[src/hw/rtl/ssps_pkg.sv]
`default_nettype none

package ssps_pkg;

  localparam int ADDR_BITS = 24;
  localparam int FRAC_BITS = 16;

  // register and field widths
  localparam int POS_W   = ADDR_BITS + 1;
  localparam int DELTA_W = 32;
  localparam int ACC_W   = DELTA_W + 1;
  localparam int STEPS_W = ACC_W - FRAC_BITS;
  localparam int MAX_W   = (POS_W > STEPS_W) ? POS_W : STEPS_W;
  localparam int P_W     = MAX_W + 2;
  localparam int DVD_W   = MAX_W + 1;
  localparam int CNT_W   = $clog2(DVD_W);
  localparam int SMP_W   = 16;
  localparam int VOL_W   = 9;
  localparam int PROD_W  = SMP_W + VOL_W + 1;
  localparam int VAL_W   = 8;
  localparam int ROW_W   = 12;
  localparam int BASE_W  = 10;
  localparam int CFG_W   = 32;
  localparam int IDX_W   = 3;

  localparam int IN_BITS  = ADDR_BITS + 2 + SMP_W;
  localparam int IN_W     = ((IN_BITS + 7) / 8) * 8;
  localparam int OUT_BITS = VAL_W + ROW_W + ADDR_BITS + 2;
  localparam int OUT_W    = ((OUT_BITS + 7) / 8) * 8;

  typedef enum logic [IDX_W-1:0] {
    CFG_LOOP_MODE    = 3'd0,
    CFG_WIDE_SAMPLES = 3'd1,
    CFG_VOLUME       = 3'd2,
    CFG_SAMPLE_END   = 3'd3,
    CFG_LOOP_BEGIN   = 3'd4,
    CFG_LOOP_SPAN    = 3'd5,
    CFG_STEP_DELTA   = 3'd6,
    CFG_BASELINE_ROW = 3'd7
  } cfg_idx_e;

  typedef enum logic [1:0] {
    LOOP_NONE     = 2'd0,
    LOOP_FWD      = 2'd1,
    LOOP_PINGPONG = 2'd2
  } loop_mode_e;

  localparam logic OP_START  = 1'b0;
  localparam logic OP_COLUMN = 1'b1;

  typedef enum logic [5:0] {
    ST_IDLE  = 6'b000001,
    ST_STEP  = 6'b000010,
    ST_WRAP  = 6'b000100,
    ST_DIV   = 6'b001000,
    ST_APPLY = 6'b010000,
    ST_FIN   = 6'b100000
  } state_e;

endpackage

`default_nettype wire

[src/hw/rtl/sample_scope_position_stepper.sv]
// Sequence: a start word goes from idle straight to the finish state; a column word goes
// through the step and wrap states, and the remainder loop and apply state on a loop wrap.
// Throughput: one word at a time; the input is not ready until the previous word
// has reached the output register. The serial remainder loop sets the worst case.
// Reset: configuration, position, fraction, direction and active flag clear to zero.
`default_nettype none

module sample_scope_position_stepper (
  input  wire logic                        clk_i,
  input  wire logic                        rst_ni,
  // cfg write channel
  input  wire logic                        cfg_valid_i,
  output logic                             cfg_ready_o,
  input  wire logic [ssps_pkg::IDX_W-1:0]  cfg_index_i,
  input  wire logic [ssps_pkg::CFG_W-1:0]  cfg_data_i,
  // input stream
  input  wire logic                        s_axis_tvalid_i,
  output logic                             s_axis_tready_o,
  // tdata: start_position, start_backwards, start_active, sample_word, zero fill
  input  wire logic [ssps_pkg::IN_W-1:0]   s_axis_tdata_i,
  // tuser: operation
  input  wire logic                        s_axis_tuser_i,
  // output stream
  output logic                             m_axis_tvalid_o,
  input  wire logic                        m_axis_tready_i,
  // tdata: column_value, pixel_row, fetch_address, voice_active,
  //        moving_backwards, zero fill
  output logic [ssps_pkg::OUT_W-1:0]       m_axis_tdata_o
);
  import ssps_pkg::*;

  // configuration
  logic [1:0]           mode_q;
  logic                 wide_q;
  logic [VOL_W-1:0]     vol_q;
  logic [POS_W-1:0]     end_q;
  logic [ADDR_BITS-1:0] beg_q;
  logic [POS_W-1:0]     span_q;
  logic [DELTA_W-1:0]   delta_q;
  logic [BASE_W-1:0]    base_row_q;

  // voice state
  logic [POS_W-1:0]     pos_q, pos_d;
  logic [FRAC_BITS-1:0] frac_q, frac_d;
  logic                 back_q, back_d;
  logic                 act_q, act_d;

  // sequencer and datapath
  state_e               state_q, state_d;
  logic                 out_valid_q, out_valid_d;
  logic [OUT_W-1:0]     out_q, out_d;
  logic signed [VAL_W-1:0] val_q, val_d;
  logic signed [P_W-1:0]   p_q, p_d;
  logic signed [P_W-1:0]   wbase_q, wbase_d;
  logic                 sub_q, sub_d;
  logic [POS_W-1:0]     rem_q, rem_d;
  logic [DVD_W-1:0]     dvd_q, dvd_d;
  logic [CNT_W-1:0]     cnt_q, cnt_d;

  // input fields
  logic [ADDR_BITS-1:0]    in_pos;
  logic                    in_back;
  logic                    in_act;
  logic signed [SMP_W-1:0] in_smp;

  assign in_pos  = s_axis_tdata_i[ADDR_BITS-1:0];
  assign in_back = s_axis_tdata_i[ADDR_BITS];
  assign in_act  = s_axis_tdata_i[ADDR_BITS+1];
  assign in_smp  = s_axis_tdata_i[ADDR_BITS+2 +: SMP_W];

  logic in_acc;
  logic commit;
  assign cfg_ready_o     = 1'b1;
  assign s_axis_tready_o = (state_q == ST_IDLE);
  assign in_acc          = s_axis_tvalid_i && s_axis_tready_o;
  assign commit          = (state_q == ST_FIN) && (!out_valid_q || m_axis_tready_i);
  assign m_axis_tvalid_o = out_valid_q;
  assign m_axis_tdata_o  = out_q;

  // scaling product
  logic signed [PROD_W-1:0] prod;
  logic signed [VAL_W-1:0]  scaled;
  assign prod   = in_smp * $signed({1'b0, vol_q});
  assign scaled = wide_q ? prod[23:16] : prod[15:8];

  // step accumulate
  logic [ACC_W-1:0]   acc;
  logic [STEPS_W-1:0] steps;
  assign acc   = ACC_W'(frac_q) + ACC_W'(delta_q);
  assign steps = acc[ACC_W-1:FRAC_BITS];

  // wrap decision terms
  logic signed [P_W-1:0] end_s, beg_s;
  logic                  span_ok, ge_end, lt_beg;
  assign end_s   = $signed(P_W'(end_q));
  assign beg_s   = $signed(P_W'(beg_q));
  assign span_ok = span_q >= POS_W'(2);
  assign ge_end  = p_q >= end_s;
  assign lt_beg  = p_q < beg_s;

  // remainder step
  logic [POS_W:0] trial;
  logic           fits;
  assign trial = {rem_q, dvd_q[DVD_W-1]};
  assign fits  = trial >= {1'b0, span_q};

  // saturation of the stepped position
  logic [POS_W-1:0]     clamped;
  logic [ADDR_BITS-1:0] fetch;
  logic signed [ROW_W-1:0] row;
  always_comb begin
    if (p_q[P_W-1]) begin
      clamped = '0;
    end else if (|p_q[P_W-2:POS_W]) begin
      clamped = '1;
    end else begin
      clamped = p_q[POS_W-1:0];
    end
    fetch = clamped[ADDR_BITS] ? '1 : clamped[ADDR_BITS-1:0];
    row   = $signed(ROW_W'(base_row_q)) - ROW_W'(val_q);
  end

  always_comb begin
    state_d     = state_q;
    pos_d       = pos_q;
    frac_d      = frac_q;
    back_d      = back_q;
    act_d       = act_q;
    val_d       = val_q;
    p_d         = p_q;
    wbase_d     = wbase_q;
    sub_d       = sub_q;
    rem_d       = rem_q;
    dvd_d       = dvd_q;
    cnt_d       = cnt_q;
    out_d       = out_q;
    out_valid_d = out_valid_q && !m_axis_tready_i;

    case (state_q)
      ST_IDLE: begin
        if (in_acc) begin
          if (s_axis_tuser_i == OP_START) begin
            p_d     = $signed(P_W'(in_pos));
            frac_d  = '0;
            back_d  = in_back;
            act_d   = in_act;
            val_d   = '0;
            state_d = ST_FIN;
          end else begin
            val_d   = act_q ? scaled : '0;
            state_d = ST_STEP;
          end
        end
      end
      ST_STEP: begin
        frac_d = acc[FRAC_BITS-1:0];
        if (mode_q != LOOP_NONE && mode_q != LOOP_FWD && back_q) begin
          p_d = $signed(P_W'(pos_q)) - $signed(P_W'(steps));
        end else begin
          p_d = $signed(P_W'(pos_q)) + $signed(P_W'(steps));
        end
        state_d = ST_WRAP;
      end
      ST_WRAP: begin
        state_d = ST_FIN;
        rem_d   = '0;
        cnt_d   = CNT_W'(DVD_W - 1);
        case (mode_q)
          LOOP_NONE: begin
            if (ge_end) act_d = 1'b0;
          end
          LOOP_FWD: begin
            if (ge_end) begin
              if (span_ok) begin
                dvd_d   = DVD_W'(p_q - end_s);
                wbase_d = beg_s;
                sub_d   = 1'b0;
                state_d = ST_DIV;
              end else begin
                p_d = beg_s;
              end
            end
          end
          default: begin
            // ping-pong, unused code included
            if (back_q && lt_beg) begin
              back_d = 1'b0;
              if (span_ok) begin
                dvd_d   = DVD_W'(beg_s - p_q - P_W'(1));
                wbase_d = beg_s;
                sub_d   = 1'b0;
                state_d = ST_DIV;
              end else begin
                p_d = beg_s;
              end
            end else if (ge_end) begin
              back_d = 1'b1;
              if (span_ok) begin
                dvd_d   = DVD_W'(p_q - end_s);
                wbase_d = end_s - P_W'(1);
                sub_d   = 1'b1;
                state_d = ST_DIV;
              end else begin
                p_d = end_s - P_W'(1);
              end
            end
          end
        endcase
      end
      ST_DIV: begin
        rem_d = fits ? POS_W'(trial - {1'b0, span_q}) : trial[POS_W-1:0];
        dvd_d = {dvd_q[DVD_W-2:0], 1'b0};
        cnt_d = cnt_q - CNT_W'(1);
        if (cnt_q == '0) state_d = ST_APPLY;
      end
      ST_APPLY: begin
        p_d     = sub_q ? wbase_q - $signed(P_W'(rem_q)) : wbase_q + $signed(P_W'(rem_q));
        state_d = ST_FIN;
      end
      ST_FIN: begin
        if (commit) begin
          pos_d       = clamped;
          out_d       = OUT_W'({back_q, act_q, fetch, row, val_q});
          out_valid_d = 1'b1;
          state_d     = ST_IDLE;
        end
      end
      default: begin
        state_d = ST_IDLE;
      end
    endcase
  end

  always_ff @(posedge clk_i or negedge rst_ni) begin
    if (!rst_ni) begin
      state_q     <= ST_IDLE;
      out_valid_q <= 1'b0;
      pos_q       <= '0;
      frac_q      <= '0;
      back_q      <= 1'b0;
      act_q       <= 1'b0;
      mode_q      <= '0;
      wide_q      <= 1'b0;
      vol_q       <= '0;
      end_q       <= '0;
      beg_q       <= '0;
      span_q      <= '0;
      delta_q     <= '0;
      base_row_q  <= '0;
    end else begin
      state_q     <= state_d;
      out_valid_q <= out_valid_d;
      pos_q       <= pos_d;
      frac_q      <= frac_d;
      back_q      <= back_d;
      act_q       <= act_d;
      if (cfg_valid_i && cfg_ready_o) begin
        case (cfg_index_i)
          CFG_LOOP_MODE:    mode_q     <= cfg_data_i[1:0];
          CFG_WIDE_SAMPLES: wide_q     <= cfg_data_i[0];
          CFG_VOLUME:       vol_q      <= cfg_data_i[VOL_W-1:0];
          CFG_SAMPLE_END:   end_q      <= cfg_data_i[POS_W-1:0];
          CFG_LOOP_BEGIN:   beg_q      <= cfg_data_i[ADDR_BITS-1:0];
          CFG_LOOP_SPAN:    span_q     <= cfg_data_i[POS_W-1:0];
          CFG_STEP_DELTA:   delta_q    <= cfg_data_i[DELTA_W-1:0];
          CFG_BASELINE_ROW: base_row_q <= cfg_data_i[BASE_W-1:0];
          default: ;
        endcase
      end
    end
  end

  always_ff @(posedge clk_i) begin
    val_q   <= val_d;
    p_q     <= p_d;
    wbase_q <= wbase_d;
    sub_q   <= sub_d;
    rem_q   <= rem_d;
    dvd_q   <= dvd_d;
    cnt_q   <= cnt_d;
    out_q   <= out_d;
  end

  // remainder stays below the divisor through the whole loop
  a_rem_bound: assert property (@(posedge clk_i) disable iff (!rst_ni)
    (state_q == ST_DIV) |-> (rem_q < span_q))
    else $error("remainder not below loop span");

  // a word taken in keeps the input closed the next cycle
  a_busy_after_accept: assert property (@(posedge clk_i) disable iff (!rst_ni)
    in_acc |=> !s_axis_tready_o)
    else $error("input ready right after accept");

  // finishing a word always loads the output register
  a_commit_valid: assert property (@(posedge clk_i) disable iff (!rst_ni)
    commit |=> (m_axis_tvalid_o && s_axis_tready_o))
    else $error("finished word not presented");

endmodule

`default_nettype wire

[config.mk]
export PLATFORM = sky130hd
export DESIGN_NAME = sample_scope_position_stepper
export DESIGN_NICKNAME = d
export VERILOG_FILES = /design/src/hw/rtl/ssps_pkg.sv /design/src/hw/rtl/sample_scope_position_stepper.sv
export SDC_FILE = /design/constraint.sdc
export NUM_CORES = 1
export LEC_CHECK = 0
export ABC_CLOCK_PERIOD_IN_PS = 10600
export BUFFER_PORTS_ARGS = -buffer_cell sky130_fd_sc_hd__buf_2
export CORE_UTILIZATION = 40
export DETAILED_ROUTE_END_ITERATION = 10
export GPL_ROUTABILITY_DRIVEN = 1
export SETUP_SLACK_MARGIN = 0.1
export SYNTH_ARGS = -nofsm -noshare
export SYNTH_HDL_FRONTEND = slang
export SYNTH_SLANG_ARGS = --single-unit
[constraint.sdc]
create_clock -name clk_i -period 10.6 [get_ports clk_i]
set_input_delay 3.18 -clock clk_i [delete_from_list [all_inputs] [get_ports clk_i]]
set_output_delay 3.18 -clock clk_i [all_outputs]
set_load 0.005 [all_outputs]
* Yosys cells after proc, flatten, opt, wreduce, memory -nomap -nowiden
Index checks and enable logic that the tools add are counted. Widths: inputs -> output; s select.
Cells by class: add/sub/neg operators 12, multiply operators 1, reductions and logical operators 38, equal/unequal tests 28, bitwise logic cells 1, $lt $le $gt $ge 4, mux-type cells 60
Operators by type and width (number):
- $mux 27 | 14
- $pmux 27 s2 | 2
- $pmux 27 s4 | 1
- $mux 26 | 4
- $pmux 26 s2 | 2
- $mux 25 | 3
- $pmux 25 s2 | 1
- $mux 6 | 7
- $pmux 6 s6 | 1
- $add 16x32->33 | 1
- $mux 16 | 2
- $pmux 16 s2 | 1
- $add 27x26->27 | 1
- $ge 27x26->1 | 1
- $lt 27x25->1 | 1
- $sub 27x26->27 | 1
- $add 25x17->26 | 1
- $ge 26x25->1 | 1
- $sub 25x1->26 const B | 1
- $sub 25x17->26 | 1
- $sub 25x26->26 | 1
- $sub 26x2->26 const B | 1
- $sub 26x26->26 | 1
- $ge 25x2->1 const B | 1
- other kinds (38) | 93
Word-level totals: bits in registers 343, logic and storage cells 167, output and inout bits 51, input port bits 89

* Depth between registers and ports, before layout
depth in word-level cells 6, mapped depth 24, mapped depth without buffers 24

* Worst setup path before layout
OpenSTA, ideal clock, no wires.
path type input-to-reg, start point input port s_axis_tdata_i[33] in the netlist's numbering, end point register val_q[4], data pin, data required time 10344 ps, library setup time 256 ps, cell stages on the path 18, path slack 2284 ps, buffers on the path 1, data arrival time 8061 ps, cell sequence clkbuf_1 nand2_1 fa_1 inv_1 fa_1 fa_1 fa_1 fa_1 ha_1 a21o_1 a21o_1 a21oi_1 nor3b_1 a2111oi_2 or3_1 a21oi_1 xnor2_1 a41o_1
On the way: longest elaborated chain between the ends 2
Ends and longest elaborated chain:
- start: declaration | line sample_scope_position_stepper.sv:20 | input wire logic [ssps_pkg::IN_W-1:0] s_axis_tdata_i,
- $mul 16x10->24 | line sample_scope_position_stepper.sv:83 | assign prod = in_smp * $signed({1'b0, vol_q});
- $mux 8 | line sample_scope_position_stepper.sv:84 | assign scaled = wide_q ? prod[23:16] : prod[15:8];
- end signal: assignment | line sample_scope_position_stepper.sv:274 | val_q <= val_d;
- end: declaration | line sample_scope_position_stepper.sv:52 | logic signed [VAL_W-1:0] val_q, val_d;
No other way between the ends. A chain may end at the register's enable or synchronous reset.

* Worst setup path after layout
start point input port s_axis_tdata_i[33] in the netlist's numbering, end point register val_q[7], data pin
The elaborated chain is that of the path after synthesis.

==> impl_summary.log <==
INFO  metric async_reset_ff_share = 51.9%
INFO  metric critical-path-slowest-cell = sky130_fd_sc_hd__fa_1
INFO  metric combined_area_of_all_synthesized_cells = 30100 µm²
INFO  metric postLayoutCoreUtil = 44.6%
INFO  metric yosys-top-cells-area = sky130_fd_sc_hd__edfxtp_1, sky130_fd_sc_hd__dfrtp_1, sky130_fd_sc_hd__ha_1
INFO  metric coreArea = 74400 µm²
INFO  metric antenna_violations_before_repair = 12
INFO  metric critical_path_peak_fanout = 9
INFO  metric floorplan.die_area = approximately 76000 µm²
INFO  metric worst_setup_hold_path_clk_slew = 0.06 ns
INFO  metric num-nets-final = 3832
INFO  metric crit_family = adder cells
INFO  metric clkLatencyLatePin = 0.62 ns
INFO  metric worstSetupEndpointType = register
INFO  metric worst_pin_slew = roughly 1.2 ns
INFO  metric drive_gt1_share = 11.5%
INFO  metric reg2reg_to = val_q[7]
INFO  metric cts.path.max_buffers = 3
INFO  metric synth_edf_count = 165
INFO  metric global_route_wire_length_before_repair = approximately 150000 µm
INFO  metric yosys.area.top_type = sky130_fd_sc_hd__edfxtp_1
INFO  metric final-hold-violation-count = 0
INFO  metric timing.critical_path.depth = 18
INFO  metric cts.repair_timing.setup_buffer_count = 0
INFO  metric grt_remaining_overflow = 0
INFO  metric post-dp-hpwl = ~74000 µm
INFO  metric routedWlPerCell = 22.1 µm
INFO  metric starting_density_of_the_core = 40.4%
INFO  metric synth_ff_type = sky130_fd_sc_hd__dfrtp_1
INFO  metric drt.antenna.violating_nets = 0
INFO  metric post_dp_cell_area = roughly 32000 µm²
INFO  metric globalplace.congestion = around 0.95
INFO  metric critical_path.startpoint = s_axis_tdata_i[33]
INFO  metric worstPathRequired = between 10 and 15 ns
INFO  metric hp-class = reg2reg
INFO  metric rr_startpoint = vol_q[3]
INFO  metric htree_levels = 2
INFO  metric run_status = completed
INFO  metric synth_seq_cells = about 340
INFO  metric buffers_on_ports = 130
INFO  metric viasPerCell = 5.75
INFO  metric critPathKind = in2reg
INFO  metric postSynthAreaPerCell = a little over 9 µm²
INFO  metric setup_repair_after_global_routing_missed_its_margin = false
INFO  metric critPathBufInv = 2
INFO  metric reg2reg_slack = 4.50 ns
INFO  metric final.hold.worst_slack = 0.457 ns
INFO  metric crit_end = val_q[7]
INFO  metric yosys.area.top_type_share = about 16%
INFO  metric worst_path_largest_cell_delay = 0.55 ns
INFO  metric drc = 0
INFO  metric globalRouteTotalUtil = roughly 25%
INFO  metric largest_net_degree_at_the_start_of_global_routing = 80
INFO  metric synth_commonest_cells = sky130_fd_sc_hd__nand2_1, sky130_fd_sc_hd__inv_1, sky130_fd_sc_hd__ha_1
INFO  metric clock_sink_count = about 340
INFO  metric clock_skew = 0.0437 ns
INFO  metric final-setup-viol-count = 0
INFO  metric tns = 0 ns
INFO  metric post-synth-top-count-cell = sky130_fd_sc_hd__nand2_1
INFO  metric tritoncts = yes
INFO  metric cts.hold.buffers_added = 0
INFO  metric final_area = 33200 µm²
INFO  metric cpMostUsedCell = sky130_fd_sc_hd__fa_1
INFO  metric cap_viol_max_count = 0
INFO  metric routed_wl = around 97000 µm
INFO  metric p_leak = 14.5 nW
INFO  metric path_cells = buf_2 > nand2_1 > fa_1 > inv_1 > fa_1 > fa_1 > fa_1 > fa_1 > ha_1 > a21o_1 > a21o_1 > a21oi_1 > nor3b_1 > a2111oi_2 > o31ai_1 > o21ai_1 > xnor2_1 > a211oi_1
INFO  metric number_of_standard_cells_after_synthesis = 3316
INFO  metric fp-row-count = 100
INFO  metric clk_root_buffer_cell = sky130_fd_sc_hd__clkbuf_16
INFO  metric max-vdd-ir-drop = 0.227 mV
INFO  metric timing.reg2reg.worst_path_depth = 17
INFO  metric numCtsBuffers = 44
INFO  metric via_count_of_the_first_global_routing_pass = between 20000 and 25000
INFO  metric dieHeight = 276 µm
INFO  metric layout_worst_path_cycle_share = ~77%
INFO  metric num_vias = 25240
INFO  metric p_per_area = 293 nW/µm²
INFO  metric drt_pass1_iterations = 5
INFO  metric cts.repair.resized = 0
INFO  metric number_of_library_cell_types_mapped_by_synthesis = 90
INFO  metric worst_setup_path_start_kind = input port
INFO  metric worst_slew_margin_rel = 22.6%
INFO  metric arrival = 8.56 ns
INFO  metric die_x = ~280 µm
INFO  metric yosysWarnings = 0
INFO  metric maxSlewViolCount = 0
INFO  metric synth-seq-area-share = approximately 31%
INFO  metric drc_marker_count_from_the_first_detailed_route_iteration = between 2000 and 2500
INFO  metric fin_crit = 8.14 ns
INFO  metric timing.fmax = approximately 120 MHz
INFO  metric top_level_ports = 140
INFO  metric syn2layout_area_growth = 10.2%
## metal layers
| layer | GRT usage [%] | share of wire [%] |
|---|---|---|
| met5 | 0 | 0.036 |
| met4 | 10.2 | 3.9 |
| met1 | 34.1 | 44 |
| met3 | 5.14 | 8.1 |
| met2 | 38.9 | 44 |
## area by class of cell
cell class / instances / area (µm²)
Antenna cell: 6 / 15.0
Clock buffer: 62 / 1240
Clock inverter: 20 / 216
Fill cell: 7251 / 41300
Inverter: 290 / 1090
Multi-Input combinational cell: 2538 / 19100
Sequential cell: 343 / 9410
Tap cell: 969 / 1210
Timing Repair Buffer: 164 / 915
## state kept, by name (all words and copies together) (netlist names)
register	cells
m_axis_tvalid_o	1
sub_q	1
pos_q	25
base_row_q	10
mode_q	2
vol_q	9
end_q	25
frac_q	16
p_q	27
act_q	1
rem_q	25
val_q	8
wide_q	1
back_q	1
wbase_q	27
m_axis_tdata_o	46
state_q	6
span_q	25
beg_q	24
delta_q	32
cnt_q	5
dvd_q	26
## power by group
part           switching, W  internal, W
Clock              0.000651     0.000896
Combinational       0.00350      0.00253
Sequential         0.000359      0.00178
## metrics by stage
stage / power (W) / worst slack, ns / instances
after detailed placement: 0.00814 / 1.90 / 4304
after global placement: 0.00807 / 1.94 / 4304
after floorplan: 0.00666 / 2.28 / 3317
after CTS: 0.00973 / 2.50 / 4386
after global routing: 0.0106 / 2.19 / 4388
final: 0.00971 / 2.46 / 4392
## cells by family (layout without fill, tap and decap cells)
| group | Yosys count | after routing | share of synthesized area [%] |
|---|---|---|---|
| xor+xnor | 203 | 203 | 5.91 |
| mux | 125 | 125 | 4.60 |
| other cells | 2 | 9 | 0.0249 |
| fa+ha+maj | 362 | 362 | 18.1 |
| compound gates | 835 | 835 | 18.2 |
| flops | 343 | 343 | 31.3 |
| simple gates | 1010 | 1010 | 16.3 |
| buf+inv | 436 | 536 | 5.60 |
## layout by cell type (no fill, tap or decap), types with 14 or more instances in the layout
cell type                   count
sky130_fd_sc_hd__nand2_1      327
sky130_fd_sc_hd__inv_1        288
sky130_fd_sc_hd__dfrtp_1      177
sky130_fd_sc_hd__nand2b_1      30
sky130_fd_sc_hd__a21oi_1      220
sky130_fd_sc_hd__o21bai_1      14
sky130_fd_sc_hd__nor3_1        61
sky130_fd_sc_hd__a211oi_1      33
sky130_fd_sc_hd__nand4_1       28
sky130_fd_sc_hd__and3_1        26
sky130_fd_sc_hd__o22ai_1       23
sky130_fd_sc_hd__mux2i_1       18
sky130_fd_sc_hd__xor2_1        67
sky130_fd_sc_hd__a31oi_1       49
sky130_fd_sc_hd__mux2_2       107
sky130_fd_sc_hd__a21o_1        55
sky130_fd_sc_hd__o21ai_0      157
sky130_fd_sc_hd__o211ai_1      34
sky130_fd_sc_hd__or2_2         15
sky130_fd_sc_hd__and2_1        93
sky130_fd_sc_hd__a21boi_0      29
sky130_fd_sc_hd__buf_2        129
sky130_fd_sc_hd__clkbuf_16     45
sky130_fd_sc_hd__xnor2_1      136
sky130_fd_sc_hd__a211o_1       18
sky130_fd_sc_hd__fa_1         122
sky130_fd_sc_hd__nand3_1       74
sky130_fd_sc_hd__nor2b_1       34
sky130_fd_sc_hd__o31ai_1       37
sky130_fd_sc_hd__ha_1         240
sky130_fd_sc_hd__buf_4         34
sky130_fd_sc_hd__nor2_1       213
sky130_fd_sc_hd__o21a_1        32
sky130_fd_sc_hd__or3_1         19
sky130_fd_sc_hd__edfxtp_1     165
sky130_fd_sc_hd__nor4_1        24
## worst min path at each step
stage / startpoint / end / slack, ns / cells after the start
final: val_q[6] / m_axis_tdata_o[6] / 0.46 / 0
after floorplan: val_q[2] / m_axis_tdata_o[2] / 0.43 / 0
after global routing: val_q[6] / m_axis_tdata_o[6] / 0.47 / 0
after detailed placement: val_q[6] / m_axis_tdata_o[6] / 0.45 / 0
after CTS: val_q[6] / m_axis_tdata_o[6] / 0.46 / 0
after global placement: val_q[6] / m_axis_tdata_o[6] / 0.45 / 0
Power figures use the tool's default switching activity.
